[config.mk]
export PLATFORM = sky130hd
export DESIGN_NAME = timed_delivery_queue_core_flat
export DESIGN_NICKNAME = d
export VERILOG_FILES = /design/src/hdl/tdq_pkg.sv /design/src/hdl/tdq_if.sv /design/src/hdl/tdq_store.sv /design/src/hdl/timed_delivery_queue_core.sv /design/src/flat_wrapper.sv
export VERILOG_INCLUDE_DIRS = /design/src /design/src/hdl
export SDC_FILE = /design/constraint.sdc
export NUM_CORES = 1
export LEC_CHECK = 0
export BUFFER_PORTS_ARGS = -buffer_cell sky130_fd_sc_hd__buf_2
export CAP_MARGIN = 20
export CORE_AREA = 2 2 381 383
export CTS_CLUSTER_SIZE = 10
export DETAILED_ROUTE_END_ITERATION = 8
export DIE_AREA = 0 0 383 385
export GPL_TIMING_DRIVEN = 1
export REMOVE_ABC_BUFFERS = 1
export SYNTH_ARGS = -nofsm -noshare
export SYNTH_HDL_FRONTEND = slang
export SYNTH_HIERARCHICAL = 1
export SYNTH_SLANG_ARGS = --single-unit
[constraint.sdc]
create_clock -name clk -period 8.4 [get_ports clk]
set_input_delay 0.84 -clock clk [delete_from_list [all_inputs] [get_ports clk]]
set_output_delay 0.84 -clock clk [all_outputs]
set_load 0.05 [all_outputs]
[src/hdl/assert_macros.svh]
// Assertion helpers shared by the RTL; all are clocked on clk and held off in reset.
`ifndef ASSERT_MACROS_SVH
`define ASSERT_MACROS_SVH

// Consequent must hold in the same cycle as the antecedent.
`define TDQ_ASSERT_SAME(label, ante, cons) \
  label: assert property (@(posedge clk) disable iff (!rst_n) (ante) |-> (cons)) \
    else $error("assertion failed");

// Consequent must hold in the cycle after the antecedent.
`define TDQ_ASSERT_NEXT(label, ante, cons) \
  label: assert property (@(posedge clk) disable iff (!rst_n) (ante) |=> (cons)) \
    else $error("assertion failed");

`endif

[src/hdl/tdq_pkg.sv]
package tdq_pkg;

  localparam int DEF_CAPACITY = 16;
  localparam int MAX_RESULTS  = 16;

  localparam logic OP_ADD  = 1'b0;
  localparam logic OP_TICK = 1'b1;

  localparam logic [1:0] KIND_ACCEPT  = 2'd0;
  localparam logic [1:0] KIND_DROP    = 2'd1;
  localparam logic [1:0] KIND_DELIVER = 2'd2;

  localparam logic [15:0] TICK_INTERVAL_RST = 16'd1;

  typedef struct packed {
    logic [15:0] remaining;
    logic [7:0]  src_peer;
    logic [7:0]  dst_peer;
    logic [3:0]  msg_type;
    logic [31:0] content_tag;
  } tdq_entry_t;

endpackage

[src/hdl/tdq_if.sv]
interface tdq_in_if;
  logic        valid;
  logic        ready;
  logic        operation;
  logic [7:0]  in_src_peer;
  logic [7:0]  in_dst_peer;
  logic [3:0]  in_msg_type;
  logic [15:0] in_delay;
  logic [31:0] in_content_tag;

  modport source (output valid, operation, in_src_peer, in_dst_peer, in_msg_type,
                  in_delay, in_content_tag, input ready);
  modport sink (input valid, operation, in_src_peer, in_dst_peer, in_msg_type,
                in_delay, in_content_tag, output ready);
endinterface

interface tdq_out_if;
  logic        valid;
  logic        ready;
  logic [1:0]  result_kind;
  logic [7:0]  out_src_peer;
  logic [7:0]  out_dst_peer;
  logic [3:0]  out_msg_type;
  logic [31:0] out_content_tag;
  logic        last_of_run;

  modport source (output valid, result_kind, out_src_peer, out_dst_peer, out_msg_type,
                  out_content_tag, last_of_run, input ready);
  modport sink (input valid, result_kind, out_src_peer, out_dst_peer, out_msg_type,
                out_content_tag, last_of_run, output ready);
endinterface

[src/hdl/tdq_store.sv]
module tdq_store
  import tdq_pkg::*;
#(
  parameter int CAPACITY = DEF_CAPACITY,
  localparam int IW = (CAPACITY > 1) ? $clog2(CAPACITY) : 1
) (
  input  logic          clk,
  input  logic          we,
  input  logic [IW-1:0] waddr,
  input  tdq_entry_t    wdata,
  input  logic          re,
  input  logic [IW-1:0] raddr,
  output tdq_entry_t    rdata
);

  tdq_entry_t mem [CAPACITY];
  tdq_entry_t rdata_r;

  always_ff @(posedge clk) begin
    if (we) begin
      mem[waddr] <= wdata;
    end
    if (re) begin
      rdata_r <= mem[raddr];
    end
  end

  assign rdata = rdata_r;

endmodule

[src/hdl/timed_delivery_queue_core.sv]
// channel   dir  handshake        payload
// in_ch     in   valid/ready      operation, src, dst, type, delay, tag
// out_ch    out  valid/ready      kind, src, dst, type, tag, last_of_run
// cfg       in   cfg_we (no wait) cfg_wdata = tick_interval
//
// Add: handled in idle, status lands in the output register.
// Tick: for each stored entry, a store read, then subtract/compare in the
//   shared unit and compact write; then an end check and the commit.
// Output stalls hold the walk in place; input is taken only when idle with
//   the output register free. Synchronous active-low reset; no clearing pass.
`include "assert_macros.svh"

module timed_delivery_queue_core
  import tdq_pkg::*;
#(
  parameter int CAPACITY = DEF_CAPACITY
) (
  input  logic        clk,
  input  logic        rst_n,
  tdq_in_if.sink      in_ch,
  tdq_out_if.source   out_ch,
  input  logic        cfg_we,
  input  logic [15:0] cfg_wdata
);

  localparam int IW = (CAPACITY > 1) ? $clog2(CAPACITY) : 1;
  localparam int CW = $clog2(CAPACITY + 1);
  localparam int NW = $clog2(MAX_RESULTS + 1);

  localparam logic [1:0] ST_IDLE = 2'd0;
  localparam logic [1:0] ST_RD   = 2'd1;
  localparam logic [1:0] ST_EX   = 2'd2;
  localparam logic [1:0] ST_DONE = 2'd3;

  logic [1:0]  state_r, state_nxt;
  logic [15:0] interval_r;
  logic [CW-1:0] cnt_r, cnt_nxt;
  logic [CW-1:0] act_r, act_nxt;   // entries below this are active
  logic [CW-1:0] rd_r, rd_nxt;
  logic [CW-1:0] wr_r, wr_nxt;
  logic [NW-1:0] n_r, n_nxt;

  logic       hv_r, hv_nxt;
  tdq_entry_t held_r, held_nxt;

  logic        out_v_r, out_v_nxt;
  logic [1:0]  kind_r, kind_nxt;
  logic [7:0]  osrc_r, osrc_nxt;
  logic [7:0]  odst_r, odst_nxt;
  logic [3:0]  otype_r, otype_nxt;
  logic [31:0] otag_r, otag_nxt;
  logic        last_r, last_nxt;

  logic        out_free;
  logic        in_xfer;
  logic        st_we, st_re;
  logic [IW-1:0] st_waddr;
  tdq_entry_t  st_wdata, st_rdata;

  logic [16:0] diff;
  logic        is_active, due;

  tdq_store #(.CAPACITY(CAPACITY)) u_store (
    .clk   (clk),
    .we    (st_we),
    .waddr (st_waddr),
    .wdata (st_wdata),
    .re    (st_re),
    .raddr (rd_r[IW-1:0]),
    .rdata (st_rdata)
  );

  assign out_free    = !out_v_r || out_ch.ready;
  assign in_ch.ready = (state_r == ST_IDLE) && out_free;
  assign in_xfer     = in_ch.valid && in_ch.ready;

  // shared subtract/compare unit
  assign diff      = {1'b0, st_rdata.remaining} - {1'b0, interval_r};
  assign due       = diff[16] || (diff == 17'd0);
  assign is_active = rd_r < act_r;

  always_comb begin
    state_nxt = state_r;
    cnt_nxt   = cnt_r;
    act_nxt   = act_r;
    rd_nxt    = rd_r;
    wr_nxt    = wr_r;
    n_nxt     = n_r;
    hv_nxt    = hv_r;
    held_nxt  = held_r;
    out_v_nxt = out_v_r && !out_ch.ready;
    kind_nxt  = kind_r;
    osrc_nxt  = osrc_r;
    odst_nxt  = odst_r;
    otype_nxt = otype_r;
    otag_nxt  = otag_r;
    last_nxt  = last_r;
    st_we     = 1'b0;
    st_re     = 1'b0;
    st_waddr  = wr_r[IW-1:0];
    st_wdata  = st_rdata;

    case (state_r)
      ST_IDLE: begin
        if (in_xfer) begin
          if (in_ch.operation == OP_ADD) begin
            out_v_nxt = 1'b1;
            osrc_nxt  = 8'd0;
            odst_nxt  = 8'd0;
            otype_nxt = 4'd0;
            otag_nxt  = 32'd0;
            last_nxt  = 1'b1;
            if (cnt_r < CW'(CAPACITY)) begin
              kind_nxt             = KIND_ACCEPT;
              st_we                = 1'b1;
              st_waddr             = cnt_r[IW-1:0];
              st_wdata.remaining   = in_ch.in_delay;
              st_wdata.src_peer    = in_ch.in_src_peer;
              st_wdata.dst_peer    = in_ch.in_dst_peer;
              st_wdata.msg_type    = in_ch.in_msg_type;
              st_wdata.content_tag = in_ch.in_content_tag;
              cnt_nxt              = cnt_r + CW'(1);
            end else begin
              kind_nxt = KIND_DROP;
            end
          end else begin
            rd_nxt    = '0;
            wr_nxt    = '0;
            n_nxt     = '0;
            hv_nxt    = 1'b0;
            state_nxt = ST_RD;
          end
        end
      end
      ST_RD: begin
        if (rd_r == cnt_r) begin
          state_nxt = ST_DONE;
        end else begin
          st_re     = 1'b1;
          state_nxt = ST_EX;
        end
      end
      ST_EX: begin
        if (is_active && due && (n_r < NW'(MAX_RESULTS))) begin
          // deliver: previous held result goes out as a non-final one
          if (!hv_r || out_free) begin
            if (hv_r) begin
              out_v_nxt = 1'b1;
              kind_nxt  = KIND_DELIVER;
              osrc_nxt  = held_r.src_peer;
              odst_nxt  = held_r.dst_peer;
              otype_nxt = held_r.msg_type;
              otag_nxt  = held_r.content_tag;
              last_nxt  = 1'b0;
            end
            hv_nxt    = 1'b1;
            held_nxt  = st_rdata;
            n_nxt     = n_r + NW'(1);
            rd_nxt    = rd_r + CW'(1);
            state_nxt = ST_RD;
          end
        end else begin
          st_we = 1'b1;
          if (is_active) begin
            st_wdata.remaining = due ? 16'd0 : diff[15:0];
          end
          wr_nxt    = wr_r + CW'(1);
          rd_nxt    = rd_r + CW'(1);
          state_nxt = ST_RD;
        end
      end
      ST_DONE: begin
        if (!hv_r || out_free) begin
          if (hv_r) begin
            out_v_nxt = 1'b1;
            kind_nxt  = KIND_DELIVER;
            osrc_nxt  = held_r.src_peer;
            odst_nxt  = held_r.dst_peer;
            otype_nxt = held_r.msg_type;
            otag_nxt  = held_r.content_tag;
            last_nxt  = 1'b1;
          end
          hv_nxt    = 1'b0;
          cnt_nxt   = wr_r;
          act_nxt   = wr_r;
          state_nxt = ST_IDLE;
        end
      end
      default: begin
        state_nxt = ST_IDLE;
      end
    endcase
  end

  always_ff @(posedge clk) begin
    if (!rst_n) begin
      state_r    <= ST_IDLE;
      interval_r <= TICK_INTERVAL_RST;
      cnt_r      <= '0;
      act_r      <= '0;
      rd_r       <= '0;
      wr_r       <= '0;
      n_r        <= '0;
      hv_r       <= 1'b0;
      out_v_r    <= 1'b0;
    end else begin
      state_r <= state_nxt;
      if (cfg_we) begin
        interval_r <= cfg_wdata;
      end
      cnt_r   <= cnt_nxt;
      act_r   <= act_nxt;
      rd_r    <= rd_nxt;
      wr_r    <= wr_nxt;
      n_r     <= n_nxt;
      hv_r    <= hv_nxt;
      out_v_r <= out_v_nxt;
    end
  end

  always_ff @(posedge clk) begin
    held_r  <= held_nxt;
    kind_r  <= kind_nxt;
    osrc_r  <= osrc_nxt;
    odst_r  <= odst_nxt;
    otype_r <= otype_nxt;
    otag_r  <= otag_nxt;
    last_r  <= last_nxt;
  end

  assign out_ch.valid           = out_v_r;
  assign out_ch.result_kind     = kind_r;
  assign out_ch.out_src_peer    = osrc_r;
  assign out_ch.out_dst_peer    = odst_r;
  assign out_ch.out_msg_type    = otype_r;
  assign out_ch.out_content_tag = otag_r;
  assign out_ch.last_of_run     = last_r;

  `TDQ_ASSERT_SAME(a_cnt_bound, 1'b1, (cnt_r <= CW'(CAPACITY)) && (act_r <= cnt_r))
  `TDQ_ASSERT_SAME(a_compact_order, state_r != ST_IDLE, (wr_r <= rd_r) && (rd_r <= cnt_r))
  `TDQ_ASSERT_SAME(a_result_bound, state_r != ST_IDLE,
                   (n_r <= NW'(MAX_RESULTS)) && (CW'(n_r) + wr_r == rd_r))
  `TDQ_ASSERT_NEXT(a_final_push, (state_r == ST_DONE) && hv_r && out_free,
                   out_v_r && last_r && (kind_r == KIND_DELIVER) && (state_r == ST_IDLE))

endmodule

[src/flat_wrapper.sv]
// flat-port wrapper written by rule: the top's interface ports become plain ports
module timed_delivery_queue_core_flat import tdq_pkg::*;
#(
  parameter int CAPACITY = DEF_CAPACITY
)
  (clk, rst_n, cfg_we, cfg_wdata, in_ch_valid, in_ch_operation, in_ch_in_src_peer, in_ch_in_dst_peer, in_ch_in_msg_type, in_ch_in_delay, in_ch_in_content_tag, in_ch_ready, out_ch_valid, out_ch_result_kind, out_ch_out_src_peer, out_ch_out_dst_peer, out_ch_out_msg_type, out_ch_out_content_tag, out_ch_last_of_run, out_ch_ready);
  tdq_in_if in_ch_i ();
  tdq_out_if out_ch_i ();
  input  logic clk;
  input  logic rst_n;
  input  logic cfg_we;
  input  logic [15:0] cfg_wdata;
  input wire logic [$bits(in_ch_i.valid)-1:0] in_ch_valid;
  input wire logic [$bits(in_ch_i.operation)-1:0] in_ch_operation;
  input wire logic [$bits(in_ch_i.in_src_peer)-1:0] in_ch_in_src_peer;
  input wire logic [$bits(in_ch_i.in_dst_peer)-1:0] in_ch_in_dst_peer;
  input wire logic [$bits(in_ch_i.in_msg_type)-1:0] in_ch_in_msg_type;
  input wire logic [$bits(in_ch_i.in_delay)-1:0] in_ch_in_delay;
  input wire logic [$bits(in_ch_i.in_content_tag)-1:0] in_ch_in_content_tag;
  output wire logic [$bits(in_ch_i.ready)-1:0] in_ch_ready;
  output wire logic [$bits(out_ch_i.valid)-1:0] out_ch_valid;
  output wire logic [$bits(out_ch_i.result_kind)-1:0] out_ch_result_kind;
  output wire logic [$bits(out_ch_i.out_src_peer)-1:0] out_ch_out_src_peer;
  output wire logic [$bits(out_ch_i.out_dst_peer)-1:0] out_ch_out_dst_peer;
  output wire logic [$bits(out_ch_i.out_msg_type)-1:0] out_ch_out_msg_type;
  output wire logic [$bits(out_ch_i.out_content_tag)-1:0] out_ch_out_content_tag;
  output wire logic [$bits(out_ch_i.last_of_run)-1:0] out_ch_last_of_run;
  input wire logic [$bits(out_ch_i.ready)-1:0] out_ch_ready;
  assign in_ch_i.valid = in_ch_valid;
  assign in_ch_i.operation = in_ch_operation;
  assign in_ch_i.in_src_peer = in_ch_in_src_peer;
  assign in_ch_i.in_dst_peer = in_ch_in_dst_peer;
  assign in_ch_i.in_msg_type = in_ch_in_msg_type;
  assign in_ch_i.in_delay = in_ch_in_delay;
  assign in_ch_i.in_content_tag = in_ch_in_content_tag;
  assign in_ch_ready = in_ch_i.ready;
  assign out_ch_valid = out_ch_i.valid;
  assign out_ch_result_kind = out_ch_i.result_kind;
  assign out_ch_out_src_peer = out_ch_i.out_src_peer;
  assign out_ch_out_dst_peer = out_ch_i.out_dst_peer;
  assign out_ch_out_msg_type = out_ch_i.out_msg_type;
  assign out_ch_out_content_tag = out_ch_i.out_content_tag;
  assign out_ch_last_of_run = out_ch_i.last_of_run;
  assign out_ch_i.ready = out_ch_ready;
  timed_delivery_queue_core #(.CAPACITY(CAPACITY)) u_core (.clk(clk), .rst_n(rst_n), .in_ch(in_ch_i), .out_ch(out_ch_i), .cfg_we(cfg_we), .cfg_wdata(cfg_wdata));
endmodule
# --- Word-level counts from Yosys, hierarchy flattened ---
# Memories as Yosys holds them, arrays and structs flattened. A register that Yosys moved wholly into a read port is not among the register bits.
# Cells that the tools add are included.
totals:
  register_bits: 152
  ram_bits: 1088
  word_cells: 161
  mem_count: 1
mem_list:
  columns: ["memory", "depth", "word_bits", "rd", "rd_clocked_by_memory_dff", "wr", "line", "text"]
  rows:
  - ["u_core.u_store.mem", 16, 68, 1, 1, 1, "tdq_store.sv:16", "tdq_entry_t mem [CAPACITY];"]
op_classes:
  add_sub_neg: 5
  order_cmp: 3
  n_eq_ne: 15
  mux: 92
  reduce_logical: 26
ops:
  columns: ["op", "count"]
  rows:
  - ["68-bit two-way mux", 3]
  - ["32-bit two-way mux", 5]
  - ["32-bit one-hot mux with 3 select lines", 1]
  - ["8-bit two-way mux", 8]
  - ["5-bit two-way mux", 11]
  - ["52-bit two-way mux", 1]
  - ["16-bit two-way mux", 3]
  - ["8-bit one-hot mux with 3 select lines", 2]
  - ["5-bit one-hot mux with 2 select lines", 4]
  - ["4-bit two-way mux", 9]
  - ["16-bit one-hot mux with 2 select lines", 1]
  - ["1-bit two-way mux", 27]
  - ["5-bit by 1-bit adder with 5-bit output (second input constant)", 4]
  - ["2-bit two-way mux", 10]
  - ["17-bit zero test", 1]
  - ["16-bit by 16-bit subtractor with 17-bit output", 1]
  - ["4-bit AND reduction", 4]
  - ["2-bit by 1-bit != test with 1-bit output (second input constant)", 6]
  - ["4-bit one-hot mux with 3 select lines", 1]
  - ["5-bit < comparator (second input constant)", 2]
  - ["5-bit AND reduction", 2]
  - ["1-bit one-hot mux with 3 select lines", 3]
  - ["2-bit != test (second input constant)", 4]
  - ["2-bit one-hot mux with 4 select lines", 1]
  - ["other kinds (17)", 27]

# --- Logic depth before layout (Yosys ltp) ---
logic_depth:
  word_depth: 9
  ltp_mapped: 16
  ltp_nobuf: 15

# --- By module ---
# The synthesis kept the hierarchy.
by_module_without_submodules:
  columns: ["module", "instances", "cells_each", "area_each_um2", "seq_area_each_um2"]
  rows:
  - ["tdq_store", 1, 1750, 42660.9, 34713.3]
  - ["timed_delivery_queue_core", 1, 987, 8644.5, 4113.9]

# --- Worst setup path after synthesis ---
# No wires, ideal clock.
synth_path:
  path_type: "register to register"
  startpoint: "register u_core/u_store/rdata[52] (netlist name)"
  endpoint: "memory u_core/u_store/mem[0][0] in the netlist's numbering (enable)"
  t_arrival_ns: 8.027
  slack_ns: -0.205
  path_stages_with_launch: 17
  n_path_buf: 1
  synth_period_minus_slack_ns: 8.605
  cell_sequence: "edfxtp_1 -> inv_1 -> ha_1 -> inv_1 -> fa_1 -> a21o_1 -> a221oi_4 -> nand4b_1 -> nand2_1 -> xor2_1 -> nor4_4 -> o2bb2ai_4 -> buf_6 -> and2_1 -> o21ai_0 -> or3b_2 -> nor3_1"
synth_between:
  elab_chain_cells: 9
synth_lines:
  columns: ["element", "line", "text"]
  rows:
  - ["16-bit by 16-bit subtractor with 17-bit output *", "timed_delivery_queue_core.sv:78", "assign diff = {1'b0, st_rdata.remaining} - {1'b0, interval_r};"]
  - ["17-bit zero test", "timed_delivery_queue_core.sv:79", "assign due = diff[16] || (diff == 17'd0);"]
  - ["1-bit logical OR *", "timed_delivery_queue_core.sv:79", null]
  - ["1-bit logical AND * (2 in series)", "timed_delivery_queue_core.sv:144", "if (is_active && due && (n_r < NW'(MAX_RESULTS))) begin"]
  - ["1-bit two-way mux *", "timed_delivery_queue_core.sv:144", null]
  - ["1-bit one-hot mux with 2 select lines *", "timed_delivery_queue_core.sv:103", "case (state_r)"]
  - ["net u_core.st_we", "timed_delivery_queue_core.sv:56", "logic st_we, st_re;"]
  - ["1-bit two-way mux *", "tdq_store.sv:20", "if (we) begin"]
  - ["1-bit two-way mux (not written as such) *", "tdq_store.sv:21", "mem[waddr] <= wdata;"]
  - ["to (decl)", "tdq_store.sv:16", null]
# Mark *: on every way through the listed nets, which the timed path passes. The rest lies on a longest branch.

# --- Worst setup path in the final report ---
layout_path:
  startpoint: "register u_core/u_store/rdata[52] (netlist name)"
  endpoint: "memory u_core/u_store/mem[3][34] in the netlist's numbering (enable)"
layout_between:
  elab_chain_cells: 9
layout_lines:
  columns: ["element", "line"]
  rows:
  - ["16-bit by 16-bit subtractor with 17-bit output *", "timed_delivery_queue_core.sv:78"]
  - ["17-bit zero test", "timed_delivery_queue_core.sv:79"]
  - ["1-bit logical OR *", "timed_delivery_queue_core.sv:79"]
  - ["1-bit logical AND * (2 in series)", "timed_delivery_queue_core.sv:144"]
  - ["1-bit two-way mux *", "timed_delivery_queue_core.sv:144"]
  - ["1-bit one-hot mux with 2 select lines *", "timed_delivery_queue_core.sv:103"]
  - ["net u_core.st_we", "timed_delivery_queue_core.sv:56"]
  - ["1-bit two-way mux *", "tdq_store.sv:20"]
  - ["1-bit two-way mux (not written as such) *", "tdq_store.sv:21"]
# Marks and branches as above.

==> flow_metrics.py <==
metrics = {
    "global_routing": {
        "grt_pass1_vias": 27080,
        "grt_overflow": 0,
        "antenna_found_initial": 1,
        "globalRouteMet3Util_pct": 3.401,
        "grt_max_degree": 121,
        "gr-usage-all-layers_pct": 16.44,
        "grt_use_met1_pct": 23.53,
        "busiest_layer": "met2",
        "grt_first_pass_wirelength_mm": 179.5,
        "gr-usage-met2_pct": 25.54,
    },
    "pwr": {
        "peakVddDrop_v": 0.0001731,
        "comb_power_share_pct": 18.5,
        "power.total_mw": 17.57,
        "p_switching_mw": 5.075,
        "p_clk_share_pct": 32.6,
        "p_leak_nw": 18.54,
        "sequentialPowerShare_pct": 48.9,
        "switching_share_pct": 28.89,
        "internal_power_mw": 12.50,
        "power_per_cell_area_nw_per_um2": 299.6,
    },
    "placed_design": {
        "place_inst": 4696,
        "placed_area_sq_um": 54470,
        "place.gp.congestion": 0.7954,
        "dp_slack_ns": 2.631,
        "post-dp-hpwl_mm": 67.30,
        "numPortBuffers": 146,
    },
    "sta": {
        "final_max_slew_viol_count": 0,
        "fmax_mhz": 169.3,
        "tns_ns": 0,
        "setup_ws_ns": 2.492,
        "holdWs_ns": 0.3155,
        "rsz0062_at_grt": "no",
        "fin_crit_ns": 5.908,
        "finalHoldViolations": 0,
        "fin_worst_skew_ns": 0.02365,
        "finalSetupViolations": 0,
        "tightest_slew_ns": 1.109,
        "fin_crit_sh_pct": 70.33,
        "slew_headroom_pct": 25.91,
    },
    "job": {
        "cap_violations": 0,
    },
    "synth": {
        "synth_top_area_cell": "edfxtp_1",
        "syn_area_sq_um": 51310,
        "synthArstFlopShare_pct": 0,
        "synth_area_leaders": "edfxtp_1 74%, mux4_2 12%, nand2_1 3.1%",
        "yosys-top-cells-count": "1263 x edfxtp_1, 422 x nand2_1, 272 x mux4_2",
        "synth_enable_flop_cells": 1263,
        "synth-seq-cells": 1308,
        "yosys_warnings": 6,
        "synth_top_area_share_pct": 73.92,
        "synth_ff_type": "edfxtp_1",
        "ys_types": 70,
        "synth-seq-area-share_pct": 75.68,
        "syn_inst": 2737,
        "avgSynthCellArea_sq_um": 18.75,
        "synth.most_common_cell": "edfxtp_1",
    },
    "worst_setup_path": {
        "cp.required_ns": 8.81,
        "crit_path_end_kind": "flop",
        "crit_fanout": 28,
        "crit_path_start_kind": "flop",
        "crit_arrival_ns": 6.31,
        "crit_type": "flop to flop",
    },
    "floorplanning": {
        "io_pins": 147,
        "die_w_microns": 383,
        "start_util_pct": 35.84,
        "die_area_sq_um": 147500,
        "fp.dieH_microns": 385,
        "row_count": 139,
        "core_sq_um": 143100,
    },
    "clock_tree": {
        "cts-htree-levels": 4,
        "worstSkewPairLatency_ns": 0.77,
        "cts.path.max_buffers": 3,
        "holdBufCountCts": 0,
        "cts_made_buffers": 151,
        "post_cts_resized": 0,
        "cts-root-buf": "clkbuf_16",
        "postCtsSetupBuffers": 0,
        "cts_tree": "done",
        "path_clk_slew_ns": 0.06,
        "cts.sinks": 1308,
    },
    "cells_and_area": {
        "fill_cells": 12630,
        "seqCellArea_sq_um": 38830,
        "stdcell_count": 4896,
        "fin_area_sq_um": 58650,
        "multi_input_area_sq_um": 11900,
        "nets": 3067,
        "drive_above_1_share_pct": 23.53,
        "utilization_pct": 40.98,
        "synthToLayoutAreaGrowth_pct": 14.32,
    },
    "detailed_routing": {
        "vias": 26330,
        "postRouteAntennaNets": 0,
        "via_per_inst": 5.377,
        "first_pass_iters": 6,
        "route.detailed.drc": 0,
        "wire_per_inst_microns": 24.77,
        "drt_iter0_drc": 2660,
        "routed_wl_mm": 121.3,
    },
    "hold_path": {
        "hp-class": "input port to flop",
    },
    "outcome": {
        "outcome": "finished, final reports clean",
    },
}
==> path summary, 6_finish.rpt <==
kind | start | end | slack (ns) | cells after the start
max | u_core/u_store/rdata[52] | u_core/u_store/mem[3][34] | 2.49 | 16
min | cfg_wdata[9] | u_core/interval_r[9] | 0.32 | 3
max reg2reg | u_core/u_store/rdata[52] | u_core/u_store/mem[3][34] | 2.49 | 16
min reg2reg | u_core/u_store/rdata[42] | u_core/held_r[42] | 0.44 | 0
==> worst max-delay path: stages, from the launching register on <==
cell	delay [ns]
edfxtp_1	0.39
inv_1	0.11
ha_1	0.16
inv_1	0.05
fa_1	0.41
a21o_1	0.22
a221oi_4	0.34
nand4b_1	0.25
nand2_1	0.09
xor2_1	0.31
nor4_4	0.11
o2bb2ai_4	0.31
and2_1	0.28
o21ai_0	0.47
or3b_2	0.62
nor2_4	0.87
buf_4	0.52
==> area by class of cell <==
class | instances | share of cell area [%]
well taps | 1903 | 4.060
clock buffers | 178 | 6.688
flip-flops and latches | 1308 | 66.21
multi-input cells | 1252 | 20.28
inverters | 32 | 0.2048
clock inverters | 20 | 0.4096
diodes | 1 | 0.004267
repair buffers | 202 | 2.140
==> layout by cell type, fill, tap and decap left out, types with 14 or more instances in the layout <==
master and n:
nor2_1 43, inv_1 32, nand3_1 22, nand2b_1 14, nand2_1 421, buf_4 47, a21oi_1 83, clkbuf_16 153
buf_2 146, o21ai_0 15, mux2i_1 29, a22oi_1 142, clkbuf_1 25, dfxtp_1 43, ha_1 29, edfxtp_1 1263
nor2_4 15, mux4_2 272
==> cell families (layout without fill, tap and decap cells) <==
group / after synthesis / after routing / share of synthesized area [%]
AOI/OAI and AO/OA: 326 / 326 / 4.531
DFF: 1308 / 1308 / 75.68
xor gates and xnor gates: 13 / 13 / 0.2219
adders and majority gates: 30 / 30 / 0.7463
and+or+nand+nor: 582 / 582 / 4.809
muxes: 301 / 301 / 12.51
other: 0 / 1 / 0
buffers and inverters: 177 / 432 / 1.507
==> power groups by stage <==
stage	combinational [mW]	clock (mW)	sequential [mW]
3_3_place_gp	3.23	0	8.71
3_5_place_dp	3.28	0	8.72
4_1_cts	3.29	5.88	8.59
6_report	3.26	5.73	8.58
2_1_floorplan	1.71	0	9.22
5_1_grt	3.54	6.12	8.63
==> routing by layer <==
layer | part of all wire [%] | wire length [microns] | vias up
met5 | 0.011 | 13 | -
met4 | 2.1 | 2505 | 2
met3 | 6.4 | 7816 | 174
met2 | 47 | 56620 | 868
met1 | 45 | 54300 | 13910
li1 | - | - | 11370
==> sequential cells by signal, indices dropped and copies added, names as in the netlist, 4 cells and up <==
signal                         flops
u_core/out_ch.out_dst_peer         8
u_core/cnt_r                       5
u_core/out_ch.out_msg_type         4
u_core/n_r                         5
u_core/interval_r                 16
u_core/out_ch.out_content_tag     32
u_core/rd_r                        5
u_core/held_r                     52
u_core/u_store/mem              1088
u_core/wr_r                        5
u_core/u_store/rdata              68
u_core/out_ch.out_src_peer         8
u_core/act_r                       5
No activity file was read; power rests on OpenSTA's default activity.
